**src/sv/xmodem_crc_receiver_unit_macros.svh**
```systemverilog
// Assertion macros shared by the XMODEM-CRC receiver RTL.
`ifndef XMODEM_CRC_RECEIVER_UNIT_MACROS_SVH
`define XMODEM_CRC_RECEIVER_UNIT_MACROS_SVH

// Same-cycle implication, checked outside reset.
`define XCR_ASSERT_NOW(label, clk, rst_n, ante, cons, msg) \
    label: assert property (@(posedge clk) disable iff (!(rst_n)) \
        (ante) |-> (cons)) else $error(msg);

// Next-cycle implication, checked outside reset.
`define XCR_ASSERT_NEXT(label, clk, rst_n, ante, cons, msg) \
    label: assert property (@(posedge clk) disable iff (!(rst_n)) \
        (ante) |=> (cons)) else $error(msg);

`endif

```
**src/sv/xcr_pkg.sv**
```systemverilog
// Package with types, codes and the CRC step of the XMODEM-CRC receiver.
package xcr_pkg;

    localparam int BLOCK_BYTES_DEF = 128;

    localparam logic [15:0] CRC_POLY = 16'h1021;

    localparam logic [7:0] B_SOH = 8'h01;
    localparam logic [7:0] B_EOT = 8'h04;
    localparam logic [7:0] B_ACK = 8'h06;
    localparam logic [7:0] B_NAK = 8'h15;
    localparam logic [7:0] B_CAN = 8'h18;
    localparam logic [7:0] B_C   = 8'h43;

    localparam logic [3:0]  MAX_ERRORS_RST  = 4'd5;
    localparam logic [15:0] STD_TIMEOUT_RST = 16'd3000;
    localparam logic [15:0] DRAIN_TIMEOUT_RST = 16'd300;
    localparam logic [23:0] CAPACITY_RST    = 24'hFF_FFFF;

    localparam int CFG_INDEX_W = 2;
    localparam int CFG_DATA_W  = 24;

    typedef enum logic [1:0] {
        MODE_START = 2'd0,
        MODE_BYTE  = 2'd1,
        MODE_TICK  = 2'd2
    } t_mode;

    typedef enum logic [CFG_INDEX_W-1:0] {
        CFG_MAX_ERRORS    = 2'd0,
        CFG_STD_TIMEOUT   = 2'd1,
        CFG_DRAIN_TIMEOUT = 2'd2,
        CFG_CAPACITY      = 2'd3
    } t_cfg_index;

    typedef enum logic [2:0] {
        PH_IDLE  = 3'd0,
        PH_LEAD  = 3'd1,
        PH_BODY  = 3'd2,
        PH_DRAIN = 3'd3,
        PH_DONE  = 3'd4,
        PH_FAIL  = 3'd5
    } t_phase;

    typedef enum logic [1:0] {
        VERDICT_NONE    = 2'd0,
        VERDICT_COMMIT  = 2'd1,
        VERDICT_DISCARD = 2'd2
    } t_verdict;

    typedef enum logic [1:0] {
        STATUS_IDLE    = 2'd0,
        STATUS_RUNNING = 2'd1,
        STATUS_OK      = 2'd2,
        STATUS_FAILED  = 2'd3
    } t_status;

    // Packed so that tx_valid lands in the lowest bit.
    typedef struct packed {
        logic [23:0] received_length;
        t_status     session_status;
        t_verdict    verdict;
        logic [23:0] data_offset;
        logic [7:0]  data_byte;
        logic        data_valid;
        logic [7:0]  tx_byte;
        logic        tx_valid;
    } t_result;

    localparam int RESULT_W = $bits(t_result);
    localparam int OUT_TDATA_W = ((RESULT_W + 7) / 8) * 8;

    // CRC-16/XMODEM update by one byte, MSB first.
    function automatic logic [15:0] crc_step(input logic [15:0] crc, input logic [7:0] b);
        logic [15:0] c;
        c = crc ^ {b, 8'h00};
        for (int k = 0; k < 8; k++) begin
            c = c[15] ? ({c[14:0], 1'b0} ^ CRC_POLY) : {c[14:0], 1'b0};
        end
        return c;
    endfunction

endpackage

```
**src/sv/xmodem_crc_receiver_unit.sv**
```systemverilog
// Top level of the XMODEM-CRC receiver: session control, CRC and reply generation.
//
//   Channel  Direction  Payload
//   s_axis   in         tuser: mode; tdata: rx_byte
//   m_axis   out        tdata: tx/data/verdict/status/length result
//   i_cfg_*  in         register index and write data
//
// Every beat is handled combinationally: the whole state update and the result
// are computed from the incoming beat and the session registers.
// One result beat per input beat; a new beat is taken every cycle unless the skid register is full.
// A two-entry output (result register plus skid register) keeps the input
// open for one beat while the output stalls; s_axis_tready is registered.
// Reset is synchronous and active low; it clears the session and output valid flags and loads config defaults.
`include "xmodem_crc_receiver_unit_macros.svh"

module xmodem_crc_receiver_unit
    import xcr_pkg::*;
#(
    parameter int BLOCK_BYTES = BLOCK_BYTES_DEF
) (
    input  logic                   i_clk,
    input  logic                   i_rst_n,
    input  logic                   i_cfg_we,
    input  logic [CFG_INDEX_W-1:0] i_cfg_index,
    input  logic [CFG_DATA_W-1:0]  i_cfg_data,
    input  logic                   s_axis_tvalid,
    output logic                   s_axis_tready,
    input  logic [7:0]             s_axis_tdata,  // [7:0] rx_byte
    input  logic [1:0]             s_axis_tuser,  // [1:0] mode
    output logic                   m_axis_tvalid,
    input  logic                   m_axis_tready,
    // [0] tx_valid, [8:1] tx_byte, [9] data_valid, [17:10] data_byte,
    // [41:18] data_offset, [43:42] verdict, [45:44] session_status,
    // [69:46] received_length, upper bits zero
    output logic [OUT_TDATA_W-1:0] m_axis_tdata
);

    localparam int IDX_W = $clog2(BLOCK_BYTES + 4);
    localparam logic [IDX_W-1:0] POS_SEQ   = IDX_W'(0);
    localparam logic [IDX_W-1:0] POS_COMP  = IDX_W'(1);
    localparam logic [IDX_W-1:0] POS_DATA  = IDX_W'(2);
    localparam logic [IDX_W-1:0] POS_CRCHI = IDX_W'(BLOCK_BYTES + 2);
    localparam logic [24:0] BLOCK_LEN = 25'(BLOCK_BYTES);

    // Configuration registers.
    logic [3:0]  r_max_errors;
    logic [15:0] r_std_timeout;
    logic [15:0] r_drain_timeout;
    logic [23:0] r_capacity;

    // Session state.
    t_phase           r_phase, n_phase;
    logic [7:0]       r_expected, n_expected;
    logic [7:0]       r_seq_byte, n_seq_byte;
    logic [7:0]       r_seq_comp, n_seq_comp;
    logic [IDX_W-1:0] r_index, n_index;
    logic [15:0]      r_crc, n_crc;
    logic [15:0]      r_rx_crc, n_rx_crc;
    logic [3:0]       r_error_count, n_error_count;
    logic             r_started, n_started;
    logic [23:0]      r_committed, n_committed;
    logic [15:0]      r_silence, n_silence;

    // Output stage.
    t_result r_out, r_skid, n_res;
    logic    r_out_valid, r_skid_valid;

    logic        w_accept, w_take;
    t_mode       w_mode;
    logic [7:0]  w_byte;
    logic [3:0]  w_err_inc;
    t_phase      w_fail_phase;
    logic [7:0]  w_nak;
    logic [15:0] w_sil_inc;
    logic [15:0] w_limit;
    logic [15:0] w_full_crc;
    logic [24:0] w_fill;

    assign w_accept = s_axis_tvalid && s_axis_tready;
    assign w_take   = m_axis_tvalid && m_axis_tready;
    assign w_mode   = t_mode'(s_axis_tuser);
    assign w_byte   = s_axis_tdata;

    assign w_err_inc    = (r_error_count != 4'hF) ? r_error_count + 4'd1 : r_error_count;
    assign w_fail_phase = (w_err_inc >= r_max_errors) ? PH_FAIL : PH_LEAD;
    assign w_nak        = r_started ? B_NAK : B_C;
    assign w_sil_inc    = (r_silence != 16'hFFFF) ? r_silence + 16'd1 : r_silence;
    assign w_limit      = (r_phase == PH_DRAIN) ? r_drain_timeout : r_std_timeout;
    assign w_full_crc   = {r_rx_crc[15:8], w_byte};
    assign w_fill       = {1'b0, r_committed} + BLOCK_LEN;

    always_comb begin
        n_phase       = r_phase;
        n_expected    = r_expected;
        n_seq_byte    = r_seq_byte;
        n_seq_comp    = r_seq_comp;
        n_index       = r_index;
        n_crc         = r_crc;
        n_rx_crc      = r_rx_crc;
        n_error_count = r_error_count;
        n_started     = r_started;
        n_committed   = r_committed;
        n_silence     = r_silence;
        n_res         = '0;

        case (w_mode)
            MODE_START: begin
                n_phase       = PH_LEAD;
                n_expected    = 8'd1;
                n_seq_byte    = '0;
                n_seq_comp    = '0;
                n_index       = '0;
                n_crc         = '0;
                n_rx_crc      = '0;
                n_error_count = '0;
                n_started     = 1'b0;
                n_committed   = '0;
                n_silence     = '0;
                n_res.tx_valid = 1'b1;
                n_res.tx_byte  = B_C;
            end
            MODE_BYTE: begin
                case (r_phase)
                    PH_LEAD: begin
                        n_silence = '0;
                        if (w_byte == B_SOH) begin
                            n_phase = PH_BODY;
                            n_index = '0;
                            n_crc   = '0;
                        end else if (w_byte == B_EOT) begin
                            n_phase = PH_DONE;
                            n_res.tx_valid = 1'b1;
                            n_res.tx_byte  = B_ACK;
                        end else begin
                            n_phase = PH_DRAIN;
                        end
                    end
                    PH_DRAIN: begin
                        n_silence = '0;
                    end
                    PH_BODY: begin
                        n_silence = '0;
                        n_index   = r_index + IDX_W'(1);
                        if (r_index == POS_SEQ) begin
                            n_seq_byte = w_byte;
                        end else if (r_index == POS_COMP) begin
                            n_seq_comp = w_byte;
                        end else if (r_index < POS_CRCHI) begin
                            n_crc = crc_step(r_crc, w_byte);
                            n_res.data_valid  = 1'b1;
                            n_res.data_byte   = w_byte;
                            n_res.data_offset = r_committed + 24'(r_index - POS_DATA);
                        end else if (r_index == POS_CRCHI) begin
                            n_rx_crc = {w_byte, 8'h00};
                        end else begin
                            n_rx_crc = w_full_crc;
                            n_res.tx_valid = 1'b1;
                            if (r_seq_byte != ~r_seq_comp || w_full_crc != r_crc) begin
                                n_res.verdict = VERDICT_DISCARD;
                                n_res.tx_byte = w_nak;
                                n_error_count = w_err_inc;
                                n_phase       = w_fail_phase;
                            end else if (r_seq_byte == r_expected - 8'd1) begin
                                n_res.verdict = VERDICT_DISCARD;
                                n_res.tx_byte = B_ACK;
                                n_phase       = PH_LEAD;
                            end else if (r_seq_byte != r_expected
                                         || w_fill > {1'b0, r_capacity}) begin
                                n_res.verdict = VERDICT_DISCARD;
                                n_res.tx_byte = B_CAN;
                                n_phase       = PH_FAIL;
                            end else begin
                                n_res.verdict = VERDICT_COMMIT;
                                n_res.tx_byte = B_ACK;
                                n_committed   = w_fill[23:0];
                                n_expected    = r_expected + 8'd1;
                                n_error_count = '0;
                                n_started     = 1'b1;
                                n_phase       = PH_LEAD;
                            end
                        end
                    end
                    default: begin
                    end
                endcase
            end
            MODE_TICK: begin
                if (r_phase == PH_LEAD || r_phase == PH_BODY || r_phase == PH_DRAIN) begin
                    n_silence = w_sil_inc;
                    if (w_sil_inc >= w_limit) begin
                        if (r_phase == PH_BODY) begin
                            n_res.verdict = VERDICT_DISCARD;
                        end
                        n_res.tx_valid = 1'b1;
                        n_res.tx_byte  = w_nak;
                        n_error_count  = w_err_inc;
                        n_phase        = w_fail_phase;
                        n_silence      = '0;
                    end
                end
            end
            default: begin
            end
        endcase

        case (n_phase)
            PH_IDLE: n_res.session_status = STATUS_IDLE;
            PH_DONE: n_res.session_status = STATUS_OK;
            PH_FAIL: n_res.session_status = STATUS_FAILED;
            default: n_res.session_status = STATUS_RUNNING;
        endcase
        n_res.received_length = n_committed;
    end

    always_ff @(posedge i_clk) begin
        if (!i_rst_n) begin
            r_max_errors    <= MAX_ERRORS_RST;
            r_std_timeout   <= STD_TIMEOUT_RST;
            r_drain_timeout <= DRAIN_TIMEOUT_RST;
            r_capacity      <= CAPACITY_RST;
        end else if (i_cfg_we) begin
            case (t_cfg_index'(i_cfg_index))
                CFG_MAX_ERRORS:    r_max_errors    <= i_cfg_data[3:0];
                CFG_STD_TIMEOUT:   r_std_timeout   <= i_cfg_data[15:0];
                CFG_DRAIN_TIMEOUT: r_drain_timeout <= i_cfg_data[15:0];
                CFG_CAPACITY:      r_capacity      <= i_cfg_data[23:0];
                default: begin
                end
            endcase
        end
    end

    always_ff @(posedge i_clk) begin
        if (!i_rst_n) begin
            r_phase       <= PH_IDLE;
            r_expected    <= 8'd1;
            r_seq_byte    <= '0;
            r_seq_comp    <= '0;
            r_index       <= '0;
            r_crc         <= '0;
            r_rx_crc      <= '0;
            r_error_count <= '0;
            r_started     <= 1'b0;
            r_committed   <= '0;
            r_silence     <= '0;
        end else if (w_accept) begin
            r_phase       <= n_phase;
            r_expected    <= n_expected;
            r_seq_byte    <= n_seq_byte;
            r_seq_comp    <= n_seq_comp;
            r_index       <= n_index;
            r_crc         <= n_crc;
            r_rx_crc      <= n_rx_crc;
            r_error_count <= n_error_count;
            r_started     <= n_started;
            r_committed   <= n_committed;
            r_silence     <= n_silence;
        end
    end

    always_ff @(posedge i_clk) begin
        if (!i_rst_n) begin
            r_out_valid  <= 1'b0;
            r_skid_valid <= 1'b0;
        end else if (r_skid_valid) begin
            if (w_take) begin
                r_skid_valid <= 1'b0;
            end
        end else if (w_accept) begin
            if (!r_out_valid || w_take) begin
                r_out_valid <= 1'b1;
            end else begin
                r_skid_valid <= 1'b1;
            end
        end else if (w_take) begin
            r_out_valid <= 1'b0;
        end
    end

    always_ff @(posedge i_clk) begin
        if (r_skid_valid) begin
            if (w_take) begin
                r_out <= r_skid;
            end
        end else if (w_accept) begin
            if (!r_out_valid || w_take) begin
                r_out <= n_res;
            end else begin
                r_skid <= n_res;
            end
        end
    end

    assign s_axis_tready = !r_skid_valid;
    assign m_axis_tvalid = r_out_valid;
    assign m_axis_tdata  = OUT_TDATA_W'(r_out);

    `XCR_ASSERT_NOW(a_skid_behind_out, i_clk, i_rst_n, r_skid_valid, r_out_valid, "skid beat without result beat")
    `XCR_ASSERT_NOW(a_data_no_reply, i_clk, i_rst_n, r_out_valid && r_out.data_valid, !r_out.tx_valid && r_out.verdict == VERDICT_NONE, "payload beat carries a reply")
    `XCR_ASSERT_NOW(a_commit_acks, i_clk, i_rst_n, r_out_valid && r_out.verdict == VERDICT_COMMIT, r_out.tx_valid && r_out.tx_byte == B_ACK, "commit without ACK")
    `XCR_ASSERT_NEXT(a_body_holds_session, i_clk, i_rst_n, w_accept && r_phase == PH_BODY && w_mode == MODE_BYTE && r_index < POS_CRCHI, r_phase == PH_BODY, "packet left before its CRC")

endmodule
```
**config.mk**
```make
export PLATFORM = sky130hd
export DESIGN_NAME = xmodem_crc_receiver_unit
export DESIGN_NICKNAME = d
export VERILOG_FILES = /design/src/sv/xcr_pkg.sv /design/src/sv/xmodem_crc_receiver_unit.sv
export VERILOG_INCLUDE_DIRS = /design/src /design/src/sv
export SDC_FILE = /design/constraint.sdc
export NUM_CORES = 1
export LEC_CHECK = 0
export BUFFER_PORTS_ARGS = -buffer_cell sky130_fd_sc_hd__buf_4
export CAP_MARGIN = 20
export CORE_ASPECT_RATIO = 1.75
export CORE_MARGIN = 1
export CORE_UTILIZATION = 50
export DETAILED_ROUTE_END_ITERATION = 8
export GPL_TIMING_DRIVEN = 0
export PLACE_DENSITY = 0.66
export SLEW_MARGIN = 15
export SYNTH_ARGS = -nofsm -noshare
export SYNTH_HDL_FRONTEND = slang
export SYNTH_SLANG_ARGS = --single-unit
```
**constraint.sdc**
```tcl
create_clock -name i_clk -period 7 [get_ports i_clk]
set_input_delay 0.35 -clock i_clk [delete_from_list [all_inputs] [get_ports i_clk]]
set_output_delay 0.35 -clock i_clk [all_outputs]
set_load 0.02 [all_outputs]
```
* Yosys cells after proc, flatten, opt, wreduce, memory -nomap -nowiden
Index checks and enable logic that the tools add are counted.
** Word-level totals
- Bits in registers :: 306
- Output and inout port bits :: 74
** Operators by class
- Add/sub/neg operators :: 8
- Magnitude comparators :: 4
- Equal/unequal tests :: 43
- Muxes and demuxes :: 127
- Bitwise gates (word level) :: 12
- Reduce and logical (&&, ||, !) cells :: 34
** Operators by type and width (count)
- $mux W70 :: 4
- $mux W16 :: 14
- $mux W24 :: 8
- $mux W8 :: 18
- $mux W13 :: 8
- $pmux W16 S2 :: 3
- $mux W44 :: 2
- $pmux W8 S2 :: 5
- $mux W33 :: 2
- $mux W4 :: 13
- $pmux W16 S3 :: 1
- $pmux W24 S2 :: 1
- $mux W3 :: 12
- $mux W35 :: 1
- $ne A2 B2 Y1 const B :: 14
- $pmux W9 S3 :: 1
- $add A24 B8 Y25 const B :: 1
- $gt A25 B24 Y1 :: 1
- $add A24 B24 Y24 :: 1
- $not A3 Y3 :: 8
- $ne A3 B3 Y1 const B :: 7
- $pmux W9 S2 :: 1
- $add A16 B1 Y16 const B :: 1
- $add A8 B1 Y8 const B :: 2
- other kinds (49) :: 99

* Depth between registers and ports, before layout
- Word-level depth :: 22
- Gate-level depth with buffers :: 17
- Depth with buffers taken out :: 16

* Worst setup path after synthesis
OpenSTA, ideal clock, no wires.
- Path kind :: input to register
- Start point :: input s_axis_tvalid
- End point :: register r_out, in the netlist m_axis_tdata[0], enable pin
- Arrival time :: 4.494 ns
- Required time :: 6.483 ns
- Slack :: 1.989 ns
- Stages on the path :: 5
- Cells stage by stage :: nor2b_1 -> clkbuf_1 -> buf_1 -> a21oi_1 -> a21oi_1
** On the way
- Cells in the longest elaborated chain, start to end :: 3
** Ends and longest elaborated chain
- start: declaration :: RTL line xmodem_crc_receiver_unit.sv:26 : input logic s_axis_tvalid,
- $logic_and A1 B1 Y1 :: RTL line xmodem_crc_receiver_unit.sv:79 : assign w_accept = s_axis_tvalid && s_axis_tready;
- $reduce_bool A2 Y1 (no line)
- $reduce_and A3 Y1 (no line)
- end signal: assignment :: RTL line xmodem_crc_receiver_unit.sv:283 : r_out <= r_skid;
- end signal: assignment :: RTL line xmodem_crc_receiver_unit.sv:287 : r_out <= n_res;
- end: declaration :: RTL line xmodem_crc_receiver_unit.sv:65 : t_result r_out, r_skid, n_res;
Every way passes these cells.
A chain may end at the register's enable or synchronous reset.

* Final worst setup path
- Start point :: register r_phase[2]
- End point :: register r_silence[7]
** On the way
- Cells in the longest elaborated chain, start to end :: 6
- Elaborated cells on any way between the ends :: 14
- Classes of those cells :: 1 x order compare; 5 x eq/ne; 4 x mux; 4 x reduce/logical
** Ends and longest elaborated chain
- start: declaration :: RTL line xmodem_crc_receiver_unit.sv:52 : t_phase r_phase, n_phase;
- start signal: assignment :: RTL line xmodem_crc_receiver_unit.sv:247 : r_phase <= n_phase;
- $eq A3 B2 Y1 :: RTL line xmodem_crc_receiver_unit.sv:88, xmodem_crc_receiver_unit.sv:123, xmodem_crc_receiver_unit.sv:188
- $mux W16 :: RTL line xmodem_crc_receiver_unit.sv:88 : assign w_limit = (r_phase == PH_DRAIN) ? r_drain_timeout : r_std_timeout;
- $ge A16 B16 Y1 :: RTL line xmodem_crc_receiver_unit.sv:190 : if (w_sil_inc >= w_limit) begin
- $mux W16 :: RTL line xmodem_crc_receiver_unit.sv:190
- $mux W16 :: RTL line xmodem_crc_receiver_unit.sv:188 : if (r_phase == PH_LEAD || r_phase == PH_BODY || r_phase == PH_DRAIN) begin
- $pmux W16 S3 :: RTL line xmodem_crc_receiver_unit.sv:106 : case (w_mode)
- end signal: assignment :: RTL line xmodem_crc_receiver_unit.sv:257 : r_silence <= n_silence;
- end: declaration :: RTL line xmodem_crc_receiver_unit.sv:62 : logic [15:0] r_silence, n_silence;
Parallel ways exist; a longest one is shown, timed or not. The select of a mux whose other input is x is not followed.

==> summary.md <==
| Metric | Value |
|---|---|
| Top_reg_cell synth | `dfxtp_1` |
| Synth area leaders | `edfxtp_1 24%, dfxtp_1 20%, ha_1 6.2%, nand2_1 4.7%, nor2_1 3.8%` |
| Synthesized flop and latch total | `302` |
| Final hold vios | `0` |
| Chip Height | `244.5 um` |
| Chip width | `140.5 um` |
| Library cells used by synthesis | `89` |
| RD Place Congestion | `0.9375` |
| Gate Count Post-Synth | `1766` |
| Vias | `13500` |
| Arrival @ worst endpoint | `5.69 ns` |
| Warnings, synthesis | `0` |
| EDFF count, synth | `136` |
| Pin count of the biggest net entering global routing | `60` |
| Nets | `2039` |
| Crit share post-route | `74.32%` |
| Final Power | `0.003964 W` |
| Most frequent cell after synthesis | `nand2_1` |
| DR vias/cell | `5.765` |
| Critical Path Start | `r_phase[2]` |
| Synth top area share | `24.32%` |
| # DRC | `0` |
| Routed wire per std cell | `19.42 um` |
| Seq. cell area | `7407 um^2` |
| Routed Antenna Nets | `0` |
| Share of cells above drive strength 1 | `14.51%` |
| Slew Limit Headroom | `30.03%` |
| Worst-Margin Slew | `1.040 ns` |
| Placement Rows | `88` |
| H-tree levels | `1` |
| Worst setup EP type | `flip-flop` |
| Mapped Area | `16790 um^2` |
| CTS root buf | `clkbuf_16` |
| IO Count | `115` |
| Hold path cells | `3` |
| Clock Latency Late Sink | `0.58 ns` |
| Post-DP HPWL | `34840 um` |
| Aggregate routed wire length | `45470 um` |
| DR pass1 iterations | `5` |
| # port buffers | `108` |
| Vias in the first global route | `13250` |
| Yosys top cell by area | `edfxtp_1` |
| Core area | `33030 um^2` |
| R2R Path Start | `r_phase[2]` |
| R2R depth | `16` |
| Min cycle time layout | `5.202 ns` |
| # resized after CTS | `0` |
| Synth Area per Inst | `9.510 um^2` |
| Ys async rst share | `0%` |
| Fmax | `192.2 MHz` |
| Post-Route Setup TNS | `0 ns` |
| Clock Tree Buf Depth | `3` |
| Clock Skew | `0.01859 ns` |
| Peak supply drop | `0.2102 mV` |
| CP max FO | `10` |
| Initial DRC count | `778` |
| Hold Path Origin | `i_cfg_data[18]` |
| Die area | `34360 um^2` |
| RSZ-0062 raised after global routing | `no` |
| TritonCTS clock tree | `built` |
| Reg2reg setup slack | `1.80 ns` |
| Area of the multi-input gates | `8622 um^2` |
| Leak | `7.827 nW` |
| Area Growth Syn to Fin | `14.42%` |
| Global route overflow | `0` |
| Fillers | `2947` |
| First-pass GRT wire length | `70950 um` |
| Startpoint types | `flip-flop` |
| Status | `completed` |
| Max Cap Viol | `0` |
| Final setup violation count | `0` |
| Starting Density | `50.84%` |
| Fin. max-slew vios | `0` |
| Commonest cells post-synth | `211 x nand2_1, 169 x nor2_1, 166 x dfxtp_1` |
| Clock slew at reported path FFs | `0.07 ns` |
| Crit Path Class | `flip-flop to flip-flop` |
| Initial antenna violation count | `1` |
| Seq/Total Area, Yosys | `44.10%` |
| PwrDens | `206.3 nW/um^2` |
| Worst Hold Class | `input port to flip-flop` |
| Number of buffers created by CTS | `29` |
| Clock sink count | `302` |
| Total Routing Usage GR | `26.59%` |
| Data required, critical path | `7.49 ns` |
==> sequential cells by signal, indices dropped and copies added, names as in the netlist <==
| register | flops |
|---|---|
| r_max_errors | 4 |
| r_phase | 3 |
| r_std_timeout | 16 |
| r_started | 1 |
| r_capacity | 24 |
| r_silence | 16 |
| r_drain_timeout | 16 |
| r_error_count | 4 |
| r_rx_crc | 8 |
| r_crc | 16 |
| r_expected | 8 |
| r_committed | 24 |
| r_seq_comp | 8 |
| m_axis_tdata | 68 |
| m_axis_tvalid | 1 |
| r_index | 8 |
| r_skid_valid | 1 |
| r_skid | 68 |
| r_seq_byte | 8 |
==> critical path, stage by stage (launching register included) <==
cell and delay, ns:
dfxtp_1 0.32, clkbuf_8 0.16, nand2b_1 0.14, or2_2 0.16, clkbuf_1 0.46, clkbuf_1 0.64, mux2i_1 0.41, ha_1 0.33
a21oi_1 0.16, a21boi_0 0.10, o21ba_2 0.22, a211oi_1 0.76, and2_1 0.31, and2_1 0.22, clkbuf_1 0.43, nand3b_1 0.14
a21oi_1 0.16
==> cell type report <==
class,instances,area share [%]
clock inverters,15,0.8790
diodes,1,0.01302
inverters,61,1.191
multi-input cells,1295,44.87
repair buffers,114,4.805
well taps,405,2.637
plain buffers,111,2.949
clock buffers,38,4.115
flip-flops and latches,302,38.54
==> cell families (layout without fill, tap and decap cells) <==
logic type | count (synthesis) | after routing | synth area share (%)
flops | 302 | 302 | 44.10
xor+xnor | 120 | 120 | 6.258
buf+inv | 172 | 339 | 4.738
fa+ha+maj | 84 | 84 | 6.303
mux | 85 | 85 | 5.401
simple gates | 678 | 678 | 20.10
compound gates | 324 | 324 | 13.07
other cells | 1 | 5 | 0.02233
==> final timing paths <==
check                       endpoint
hold / removal        r_capacity[18]
hold reg to reg   r_drain_timeout[9]
setup reg to reg        r_silence[7]
setup / recovery        r_silence[7]
==> layout by cell type (no fill, tap or decap), types with 31 or more instances in the layout <==
master | Yosys | final
o21ai_0 | 31 | 31
and2_1 | 35 | 35
mux2i_1 | 40 | 40
clkbuf_1 | 70 | 75
a21oi_1 | 97 | 96
nor2_1 | 169 | 168
dfxtp_1 | 166 | 166
buf_4 | 8 | 116
edfxtp_1 | 136 | 136
nand3_1 | 85 | 85
nand2_1 | 211 | 211
o211ai_1 | 42 | 42
inv_1 | 60 | 60
nand4_1 | 33 | 33
xor2_1 | 54 | 54
xnor2_1 | 66 | 66
ha_1 | 83 | 83
mux2_2 | 45 | 45
==> per-layer routing <==
metal / vias to the layer above / global-route usage (%) / routed length (um)
met1: 6441 / 28.21 / 17130
met4: 0 / 14.39 / 2437
met2: 344 / 51.09 / 24390
li1: 6597 / - / -
met5: - / 0 / 0
met3: 120 / 2.506 / 1510
==> per-stage QoR <==
stage | hold WS [ns] | cell area (um^2) | std cells | worst slack [ns] | utilization [%]
finish | 0.01372 | 19220 | 2342 | 1.798 | 58.18
global route | 0.01161 | 19220 | 2342 | 1.497 | 58.18
CTS | 0.001087 | 19210 | 2341 | 1.749 | 58.17
detailed placement | 0.4472 | 18230 | 2285 | 1.785 | 55.17
global placement | 0.4410 | 18120 | 2282 | 0.2205 | 54.87
floorplan | 0.4329 | 16810 | 1769 | 1.989 | -
==> what timing repair did <==
item                                   CTS  global route
hold buffers                             3             0
endpoints found under the hold margin    3             0
buffers inserted                         0             0
==> where the power goes <==
| group | switching [W] | internal, W | total (W) |
|---|---|---|---|
| Clock | 0.000701 | 0.000909 | 0.00161 |
| Combinational | 0.000265 | 0.000155 | 0.000420 |
| Sequential | 0.0000236 | 0.00191 | 0.00193 |
(Power assumes the default switching activity.)
